**config.mk**
```make
export PLATFORM = sky130hd
export DESIGN_NAME = bcc_ctrl
export DESIGN_NICKNAME = d
export VERILOG_FILES = /design/src/design/bcc_pkg.sv /design/src/design/bcc_ctrl.sv
export SDC_FILE = /design/constraint.sdc
export NUM_CORES = 1
export LEC_CHECK = 0
export BUFFER_PORTS_ARGS = -buffer_cell sky130_fd_sc_hd__buf_4
export CAP_MARGIN = 20
export CORE_AREA = 4 4 41 43
export CTS_CLUSTER_SIZE = 12
export DETAILED_ROUTE_END_ITERATION = 16
export DIE_AREA = 0 0 45 47
export HOLD_SLACK_MARGIN = 0.1
export REMOVE_ABC_BUFFERS = 1
export SLEW_MARGIN = 20
export SYNTH_ARGS = -nofsm -noshare
export SYNTH_HDL_FRONTEND = slang
export SYNTH_SLANG_ARGS = --single-unit
```
**constraint.sdc**
```tcl
create_clock -name clk -period 2.03 [get_ports clk]
set_input_delay 0.203 -clock clk [delete_from_list [all_inputs] [get_ports clk]]
set_output_delay 0.203 -clock clk [all_outputs]
set_load 0.01 [all_outputs]
```
**src/design/bcc_pkg.sv**
```systemverilog
`default_nettype none

package bcc_pkg;

	localparam int K_MAX_DEF = 1024;
	localparam int CAP_W     = 11;
	localparam int WAYS_W    = 30;

	localparam logic [WAYS_W-1:0] PRIME = 30'd1000000007;

	typedef enum logic [1:0] {
		ST_IDLE,
		ST_SWEEP,
		ST_DRAIN,
		ST_OUT
	} state_t;

	typedef struct packed {
		logic load;   // latch cap, first flag and target; restart the sweep
		logic issue;  // read one prefix entry pair, step the index
		logic flip;   // swap prefix banks at the end of the sweep
	} dp_cmd_t;

	typedef struct packed {
		logic last;        // index is at K_MAX
		logic pipe_empty;  // no entry in flight
	} dp_stat_t;

	function automatic logic [WAYS_W-1:0] mod_add(input logic [WAYS_W-1:0] x,
		input logic [WAYS_W-1:0] y);
		logic [WAYS_W:0] s;
		s = {1'b0, x} + {1'b0, y};
		if (s >= {1'b0, PRIME}) begin
			s = s - {1'b0, PRIME};
		end
		return s[WAYS_W-1:0];
	endfunction

	function automatic logic [WAYS_W-1:0] mod_sub(input logic [WAYS_W-1:0] x,
		input logic [WAYS_W-1:0] y);
		logic [WAYS_W-1:0] r;
		if (x >= y) begin
			r = x - y;
		end else begin
			r = x + (PRIME - y);
		end
		return r;
	endfunction

endpackage

`default_nettype wire

```
**src/design/bcc_ctrl.sv**
```systemverilog
`default_nettype none

module bcc_ctrl
	import bcc_pkg::*;
(
	input  wire logic     clk,
	input  wire logic     arst_n,
	input  wire logic     in_valid,
	output logic          in_ready,
	output logic          out_valid,
	input  wire logic     out_ready,
	output dp_cmd_t       cmd,
	input  wire dp_stat_t stat
);

	state_t state_q;
	state_t state_d;

	always_ff @(posedge clk or negedge arst_n) begin
		if (!arst_n) begin
			state_q <= ST_IDLE;
		end else begin
			state_q <= state_d;
		end
	end

	always_comb begin
		state_d = state_q;
		unique case (state_q)
			ST_IDLE: begin
				if (in_valid) state_d = ST_SWEEP;
			end
			ST_SWEEP: begin
				if (stat.last) state_d = ST_DRAIN;
			end
			ST_DRAIN: begin
				if (stat.pipe_empty) state_d = ST_OUT;
			end
			ST_OUT: begin
				if (out_ready) state_d = ST_IDLE;
			end
			default: state_d = ST_IDLE;
		endcase
	end

	always_comb begin
		in_ready  = 1'b0;
		out_valid = 1'b0;
		cmd       = '0;
		unique case (state_q)
			ST_IDLE: begin
				in_ready = 1'b1;
				cmd.load = in_valid;
			end
			ST_SWEEP: begin
				cmd.issue = 1'b1;
			end
			ST_DRAIN: begin
				cmd.flip = stat.pipe_empty;
			end
			ST_OUT: begin
				out_valid = 1'b1;
			end
			default: begin
				in_ready = 1'b0;
			end
		endcase
	end

endmodule

`default_nettype wire

```
==> summary.txt, run 1 <==
Run status
  – Status: complete, no violations

Route
  – Post-DRT Antenna Nets: 0
  – Via/cell ratio: 3.65
  – # DRC: 0
  – Via count: 175
  – Pre-antenna DRT Iters: 2
  – Initial DRC Count: 2
  – Drt wl/cell: 8.44 um
  – WL final: 405 um

Yosys
  – Post-synthesis cell count: 19
  – Count of different cell masters after synthesis: 10
  – YS warnings: 0
  – Sequential share of the synthesized area: 22.9%
  – Synthesized flop and latch total: 2
  – Avg Cell Area, Syn: 11.5 um2
  – Synthesized cell area: 219 um2

Clock tree
  – Clk Latency, worst-skew pair: 0.22 ns
  – Clock-pin slew on the worst setup and hold paths: 0.03 ns
  – CTS tree: yes
  – CTS Buf Count: 3
  – Clock sinks: 2
  – CTS H-tree lvls: 1
  – Post-CTS sizing: 0
  – Root Driver: clkbuf_4
  – Clk buf depth: 2

Floorplanning
  – Die width: 45 um
  – Std cell rows: 13
  – Starting Density: 16.8%
  – Die Span Y: 47 um
  – Full die area: 0.00212 mm2
  – Core Area: 0.00130 mm2
  – IO Count: 11

STA
  – Slew Viols, Final: 0
  – Crit share post-route: 80.0%
  – Fmax: 616 MHz
  – Setup tns final: 0 ns
  – Worst-margin pin slew: 0.320 ns
  – RSZ-0062 raised after global routing: no
  – Tmin final: 1.62 ns
  – Final Skew: 0.00105 ns
  – Final Hold Fails: 0
  – Max-slew headroom: 78.7%
  – Final count of negative-setup-slack endpoints: 0

Cells and area
  – Filler cells: 155
  – Most flop-heavy register: state_q
  – Layout net count: 46
  – Layout cell share with drive strength beyond 1: 48.5%
  – ANT cells: 0
  – Max reg flops: 2
  – Largest registers: state_q (2)
  – Utilization after layout: 26.5%
  – Area growth syn-to-layout: 57.7%

Critical path
  – Required @ worst endpoint: 2.13 ns
  – Kind of critical path: reg2reg
  – Worst setup EP type: register
  – CP top delay family: flip-flops
  – Arr. time, crit path: 1.72 ns
  – Worst Setup Start Kind: register
  – Worst-path cell chain: inv_1 -> ha_1 -> nor2b_4 -> a2111oi_4 -> mux2_4
  – Worst stage delay on the critical path: 0.38 ns
  – Crit-path slowest cell: dfrtp_1
  – Crit-path max FO: 4
  – Buffers & Inverters on Critical Path: 1

Placement
  – PortBufs: 10
  – Routability cong.: 0.652
  – Detailed placement HPWL: 340 um

Global route
  – Pin count of the biggest net entering global routing: 5
  – Total track usage: 4.98%
  – Global-route wire length before repair: 669 um
  – Via count of the first global-routing pass: 180
  – Grt total ovfl: 0
  – Antenna violations before repair: 0

Run
  – MaxCap Viol Count: 0

Power and ir drop
  – Leak pwr: 0.183 nW
  – VDD IR max: 0.301 mV
  – P per Cell Area: 1430 mW/mm2

Hold path
  – HP Class: in2async
cells by family after synthesis:
family / count (synthesis) / synth area share [%]
simple gates: 6 / 19.4
compound gates: 1 / 12.6
flops: 2 / 22.9
mux: 2 / 11.4
buf+inv: 3 / 5.14
fa+ha+maj: 5 / 28.6
metal layers:
metal | vias up | global-route usage (%) | part of all wire, % | wire, um
met4 | 0 | 7.02 | 0 | 0
met1 | 79 | 4.09 | 37 | 150
li1 | 89 | - | - | -
met2 | 7 | 7.63 | 50 | 203
met3 | 0 | 2.30 | 13 | 51
met5 | - | 0 | 0 | 0
stage by stage:
step                cell area [um2]  power, W  hold WS, ns  setup slack, ns  std cells
floorplan                       219  0.000315      -0.0926            0.420         19
global placement                313  0.000409      -0.0123            0.393         44
detailed placement              313  0.000413      -0.0130            0.394         44
CTS                             345  0.000507        0.297            0.389         48
global route                    345  0.000538        0.295            0.319         48
finish                          345  0.000493        0.302            0.407         48
repair_timing:
action                    in CTS  in global routing
hold endpoints to repair       2                  0
setup buffers                  0                  0
hold buffers                   1                  0
worst paths after layout:
check | startpoint | end | slack (ns) | cells past startpoint
min reg2reg | state_q[1]$_DFFE_PN0P_ | state_q[1]$_DFFE_PN0P_ | 0.58 | 1
max | state_q[1]$_DFFE_PN0P_ | state_q[1]$_DFFE_PN0P_ | 0.41 | 5
max in group asynchronous | arst_n | state_q[0]$_DFFE_PN0P_ | 1.64 | 2
min in group clk | stat[0] | state_q[0]$_DFFE_PN0P_ | 0.42 | 4
min | arst_n | state_q[1]$_DFFE_PN0P_ | 0.30 | 2
max reg2reg | state_q[1]$_DFFE_PN0P_ | state_q[1]$_DFFE_PN0P_ | 0.41 | 5
synth_stat cells, drive strengths merged:
cell / n / area (um2)
inv: 3 / 11.3
and2: 2 / 12.5
nor2: 1 / 3.75
ha: 5 / 62.6
nor2b: 3 / 26.3
mux2: 1 / 15.0
mux2i: 1 / 10.0
a2111oi: 1 / 27.5
dfrtp: 2 / 50.1
power by group:
part           switching [W]  internal, W
clock network      0.0000204    0.0000650
logic               0.000137     0.000186
registers          0.0000207    0.0000635
total               0.000178     0.000315
layout make-up:
class / count / area, um2 / area share [%]
clock buffers: 3 / 22.5 / 6.52
well taps: 15 / 18.8 / 5.43
inverters: 3 / 11.3 / 3.26
repair buffers: 11 / 85.1 / 24.6
flip-flops and latches: 2 / 50.0 / 14.5
multi-input cells: 14 / 158 / 45.7
cells in the final DEF, fill, tap and decap left out, drive strengths merged, types with 2 or more instances in the layout:
| cell type | count |
|---|---|
| ha | 5 |
| and2 | 2 |
| nor2b | 3 |
| dfrtp | 2 |
| clkbuf | 3 |
| inv | 3 |
| buf | 10 |
(Power assumes the default switching activity.)
==> run 2, diff against run 1 <==
ABC_AREA = 1   (was default)
clock period = 1.57 ns   (was 2.03 ns; I/O delays follow)
==> run 2 against run 1 <==
  * First-iteration DRC count is 100% lower
  * Critical path depth unchanged
  * Final area down 0.36%
  * Hold slack lost 0.053 ns
  * Clock skew grew 0.0023 ns
  * Sequential cell count is the same
  * Clock-buffer cell count is the same
  * Critical path type is now reg2out
  * Combinational power up 17%
  * Largest cell class unchanged
==> summary.txt, run 2 <==
Route
  – Initial DRC Count: 0
  – Pre-antenna DRT Iters: 1
  – # DRC: 0
  – Drt wl/cell: 8.12 um
  – WL final: 487 um
  – Via count: 214
  – Post-DRT Antenna Nets: 0
  – Via/cell ratio: 3.57

Cells and area
  – Utilization after layout: 26.4%
  – Max reg flops: 2
  – Filler cells: 152
  – Layout net count: 58
  – Most flop-heavy register: state_q
  – Layout cell share with drive strength beyond 1: 40.0%
  – Area growth syn-to-layout: 58.0%
  – ANT cells: 0
  – Most frequent cells in the layout: buf_4, nand2_1, inv_1
  – Most common cell after layout, fill and taps aside: buf_4
  – Largest registers: state_q (2)

Power and ir drop
  – Sw frac: 42.9%
  – Comb power frac: 62.9%
  – Psw: 0.000258 W
  – Internal power: 0.000343 W
  – P per Cell Area: 1750 mW/mm2
  – VDD IR max: 0.435 mV
  – Reg power frac: 17.9%
  – Clock network fraction of design power: 19.1%
  – Leak pwr: 0.219 nW

Clock tree
  – Post-CTS Setup Bufs: 0
  – CTS Buf Count: 3
  – Clk buf depth: 2
  – Clock sinks: 2
  – Clock-pin slew on the worst setup and hold paths: 0.03 ns
  – Clk Latency, worst-skew pair: 0.23 ns
  – Root Driver: clkbuf_4
  – CTS H-tree lvls: 1
  – CTS tree: yes
  – Hold_buf cts: 1
  – Post-CTS sizing: 0

Yosys
  – Number of synthesized flops with an enable pin: 0
  – YS warnings: 0
  – Most instantiated cells after synthesis: nand2_1, inv_1, ha_1
  – Ys async rst share: 100%
  – Main synth FF type: dfrtp_1
  – Count of different cell masters after synthesis: 9
  – Most frequent cell after synthesis: nand2_1
  – Synthesized cell area: 218 um2
  – Synthesized flop and latch total: 2
  – Area fraction of the dominant cell type after synthesis: 28.7%
  – Post-synthesis cell count: 31
  – Avg Cell Area, Syn: 7.02 um2
  – Biggest area consumer among synthesized cells: ha_1
  – Synth top area cells: ha_1, dfrtp_1, nand2_1
  – Sequential share of the synthesized area: 23.0%

Floorplanning
  – Die Span Y: 47 um
  – Std cell rows: 13
  – Full die area: 0.00212 mm2
  – Core Area: 0.00130 mm2
  – Starting Density: 16.7%
  – IO Count: 11
  – Die width: 45 um

Global route
  – Global-route wire length before repair: 862 um
  – Grt total ovfl: 0
  – Total track usage: 6.08%
  – Antenna violations before repair: 0
  – Pin count of the biggest net entering global routing: 5
  – Via count of the first global-routing pass: 238

STA
  – Crit share post-route: 83.9%
  – Slew Viols, Final: 0
  – Max-slew headroom: 91.3%
  – Final Hold Fails: 0
  – Final Skew: 0.00335 ns
  – RSZ-0062 raised after global routing: no
  – Setup tns final: 0 ns
  – Tmin final: 1.32 ns
  – Worst-margin pin slew: 0.129 ns
  – Final count of negative-setup-slack endpoints: 0
  – Fmax: 759 MHz

Placement
  – PortBufs: 10
  – Detailed placement HPWL: 402 um
  – Routability cong.: 0.674

Critical path
  – R2R setup slack: 0.37 ns
  – Required @ worst endpoint: 1.41 ns
  – Kind of critical path: reg2out
  – Worst Setup Start Kind: register
  – Worst setup EP type: primary output
  – Arr. time, crit path: 1.16 ns
  – Crit-path max FO: 4

Run
  – MaxCap Viol Count: 0

Hold path
  – HP Class: in2async

Run status
  – Status: complete, no violations
## run 2: cell types whose count changed in the layout (fill, tap and decap cells not counted), sizes merged
| cell | previous run | this run |
|---|---|---|
| or2 | 0 | 1 |
| a2111oi | 1 | 0 |
| nand2 | 0 | 12 |
| mux2i | 1 | 0 |
| nor2b | 3 | 0 |
| inv | 3 | 8 |
| and2 | 2 | 0 |
| mux2 | 1 | 0 |
| o21ai | 0 | 2 |
## run 2: final cells by class
cell class | count | area, um2 | area share [%]
multi-input combinational | 21 | 138 | 40.0
timing repair buffer | 11 | 85.1 | 24.7
sequential | 2 | 50.0 | 14.5
inverter | 8 | 30.0 | 8.73
clock buffer | 3 | 22.5 | 6.55
tap | 15 | 18.8 | 5.45
## run 2: critical path, stage by stage (launching register included)
cell	delay (ns)
dfrtp_1	0.40
inv_1	0.11
ha_1	0.21
nand2_1	0.06
inv_1	0.05
buf_4	0.11
## run 2: metal layers
metal,GRT usage [%],vias to the layer above,share of wire [%],routed length [um]
met5,0,-,0,0
met2,9.89,4,59,286
li1,-,116,-,-
met4,7.02,0,0,0
met3,2.30,0,6.0,29
met1,5.45,94,35,171
## run 2: final timing paths
kind,from,end,depth (start not counted)
min in group clk,stat[1],state_q[1]$_DFFE_PN0P_,6
max reg2reg,state_q[0]$_DFFE_PN0P_,state_q[0]$_DFFE_PN0P_,5
max in group asynchronous,arst_n,state_q[1]$_DFFE_PN0P_,2
max,state_q[0]$_DFFE_PN0P_,cmd[2],5
min reg2reg,state_q[0]$_DFFE_PN0P_,state_q[0]$_DFFE_PN0P_,2
min,arst_n,state_q[0]$_DFFE_PN0P_,2
## run 2: logic make-up after synthesis
group                      share of synthesized area (%)
DFF                                                 23.0
AOI/OAI and AO/OA                                   4.59
buffers and inverters                               13.8
adders and majority gates                           28.7
and+or+nand+nor                                     29.9
## run 2: through the flow
stage,area (um2),hold WS (ns),setup WS [ns],instances,power [W]
6_report,344,0.249,0.253,60,0.000602
5_1_grt,344,0.244,0.149,60,0.000685
4_1_cts,344,0.248,0.236,60,0.000617
3_5_place_dp,312,-0.0596,0.359,56,0.000495
3_3_place_gp,312,-0.0587,0.358,56,0.000483
2_1_floorplan,218,-0.139,0.411,31,0.000357
## run 2: power by group through the flow
| stage | sequential [W] | clock, W | combinational, W |
|---|---|---|---|
| 3_3_place_gp | 0.000112 | 0 | 0.000371 |
| 3_5_place_dp | 0.000111 | 0 | 0.000384 |
| 6_report | 0.000108 | 0.000115 | 0.000379 |
| 4_1_cts | 0.000110 | 0.000120 | 0.000387 |
| 5_1_grt | 0.000117 | 0.000124 | 0.000444 |
| 2_1_floorplan | 0.000102 | 0 | 0.000254 |
==> run 3, diff against run 2 <==
clock period = 1.2 ns   (was 1.57 ns; I/O delays follow)
==> run 3 against run 2 <==
  * The flow now finishes with violations (negative setup slack)
  * Final area rose by 51%
  * Core utilization grew 13 points
  * Clock power rose by 25%
  * Setup slack worse by 0.26 ns
  * Register-to-register slack got worse by 0.36 ns
  * Final cell count grew 12%
  * Sequential power is 26% higher
  * First-iteration DRC count rose by 1
  * Clock-buffer cell count did not move
  * Total power grew 120%
  * Critical path depth is the same
==> summary.txt, run 3 (synthesis results as in run 2) <==
Run status
  – Status: finished, violations left
  – Failing checks: negative setup slack

Route
  – Via count: 260
  – # DRC: 0
  – Initial DRC Count: 1
  – Drt wl/cell: 8.37 um
  – Post-DRT Antenna Nets: 0
  – Via/cell ratio: 3.88
  – Pre-antenna DRT Iters: 2
  – WL final: 561 um

STA
  – Fmax: 830 MHz
  – RSZ-0062 raised after global routing: yes
  – Worst-margin pin slew: 0.122 ns
  – Final Hold Fails: 0
  – Crit share post-route: 100%
  – Final Skew: 0.00101 ns
  – Tmin final: 1.21 ns
  – Worst hold slack: 0.219 ns
  – Max-slew headroom: 91.8%
  – Fin worst setup slack: -0.00527 ns
  – Final count of negative-setup-slack endpoints: 1
  – Slew Viols, Final: 0

Placement
  – PortBufs: 10
  – Placed cells: 57
  – Routability cong.: 0.642
  – Detailed placement HPWL: 355 um

Clock tree
  – CTS H-tree lvls: 1
  – Clk buf depth: 2
  – Clk Latency, worst-skew pair: 0.22 ns
  – Clock-pin slew on the worst setup and hold paths: 0.03 ns
  – Root Driver: clkbuf_4
  – CTS Buf Count: 3
  – Clock sinks: 2
  – CTS tree: yes

Critical path
  – Crit path to: cmd[0]
  – RR Endpoint: state_q[0]$_DFFE_PN0P_
  – R2R setup slack: 0.01 ns
  – R2r startpoint: state_q[0]$_DFFE_PN0P_
  – Kind of critical path: reg2out
  – Arr. time, crit path: 1.09 ns
  – Required @ worst endpoint: 1.08 ns
  – Worst setup EP type: primary output
  – Crit-path max FO: 3
  – Worst Setup SP: state_q[1]$_DFFE_PN0P_
  – FF-to-FF path depth: 7
  – Worst Setup Start Kind: register

Cells and area
  – Most common cell after layout, fill and taps aside: buf_4
  – Largest registers: state_q (2)
  – Finished Layout Cells: 67
  – Layout net count: 65
  – Layout cell share with drive strength beyond 1: 78.8%
  – Max reg flops: 2
  – Most frequent cells in the layout: buf_4, buf_6, nand2_2
  – Area growth syn-to-layout: 138%
  – Most flop-heavy register: state_q
  – ANT cells: 0

Floorplanning
  – Die width: 45 um
  – Core Area: 0.00130 mm2
  – Die Span Y: 47 um
  – Starting Density: 16.7%
  – IO Count: 11
  – Full die area: 0.00212 mm2
  – Std cell rows: 13

Global route
  – Global-route wire length before repair: 828 um
  – Pin count of the biggest net entering global routing: 4
  – Antenna violations before repair: 0
  – Total track usage: 5.37%
  – Via count of the first global-routing pass: 225
  – Grt total ovfl: 0

Power and ir drop
  – P per Cell Area: 2570 mW/mm2
  – VDD IR max: 0.712 mV
  – Leak pwr: 0.269 nW

Hold path
  – HP Class: in2async

Run
  – MaxCap Viol Count: 0
[run 3: cell types whose count changed in the layout (fill, tap and decap cells not counted), sizes merged]
cell,delta
buf,+7
[run 3: routing by layer]
metal,vias up,wire length [um],GRT usage [%]
met5,-,0,0
met4,0,0,3.51
met3,0,12,1.15
met2,4,338,10.2
met1,124,209,5.22
li1,132,-,-
[run 3: stage by stage]
step	util [%]	worst slack [ns]	power, W	area, um2	setup TNS (ns)
after floorplan	-	0.0408	0.000466	218	0
after global placement	24.5	0.0176	0.000650	319	0
after detailed placement	24.5	-0.00306	0.000665	319	-0.00306
after CTS	33.6	-0.0323	0.00108	437	-0.0530
after global routing	39.8	-0.0500	0.00145	518	-0.233
final	39.8	-0.00527	0.00133	518	-0.00527
[run 3: repair_timing]
item	CTS	global route
endpoints found under the setup margin	4	6
hold buffers	1	0
hold endpoints to repair	2	0
setup buffers	5	2
cloned	0	0
resized for setup	15	18
pin swaps	3	11
[run 3: cell type report]
type	count	area (um2)
repair buffers	18	164
well taps	15	18.8
clock buffers	3	22.5
inverters	8	30.0
fillers	137	783
flip-flops and latches	2	50.0
multi-input cells	21	233
[run 3: worst min path at each step]
stage / to / slack [ns] / cells after the start / from
final: state_q[0]$_DFFE_PN0P_ / 0.22 / 2 / arst_n
after global routing: state_q[0]$_DFFE_PN0P_ / 0.21 / 2 / arst_n
after global placement: state_q[1]$_DFFE_PN0P_ / -0.1 / 1 / arst_n
after floorplan: state_q[0]$_DFFE_PN0P_ / -0.18 / 0 / arst_n
after CTS: state_q[0]$_DFFE_PN0P_ / 0.21 / 2 / arst_n
after detailed placement: state_q[1]$_DFFE_PN0P_ / -0.1 / 1 / arst_n
[run 3: report_power, final]
part / leakage, nW / internal [W] / total, W / switching (W)
sequential: 0.0242 / 0.000106 / 0.000136 / 0.0000301
clock: 0.0138 / 0.000110 / 0.000144 / 0.0000340
combinational: 0.231 / 0.000571 / 0.00105 / 0.000481
total: 0.269 / 0.000787 / 0.00133 / 0.000545
[run 3: critical path, stage by stage (launching register included)]
cell and delay [ns]:
dfrtp_1 0.39, buf_6 0.14, ha_4 0.16, nand2_2 0.05, inv_2 0.03, buf_6 0.10
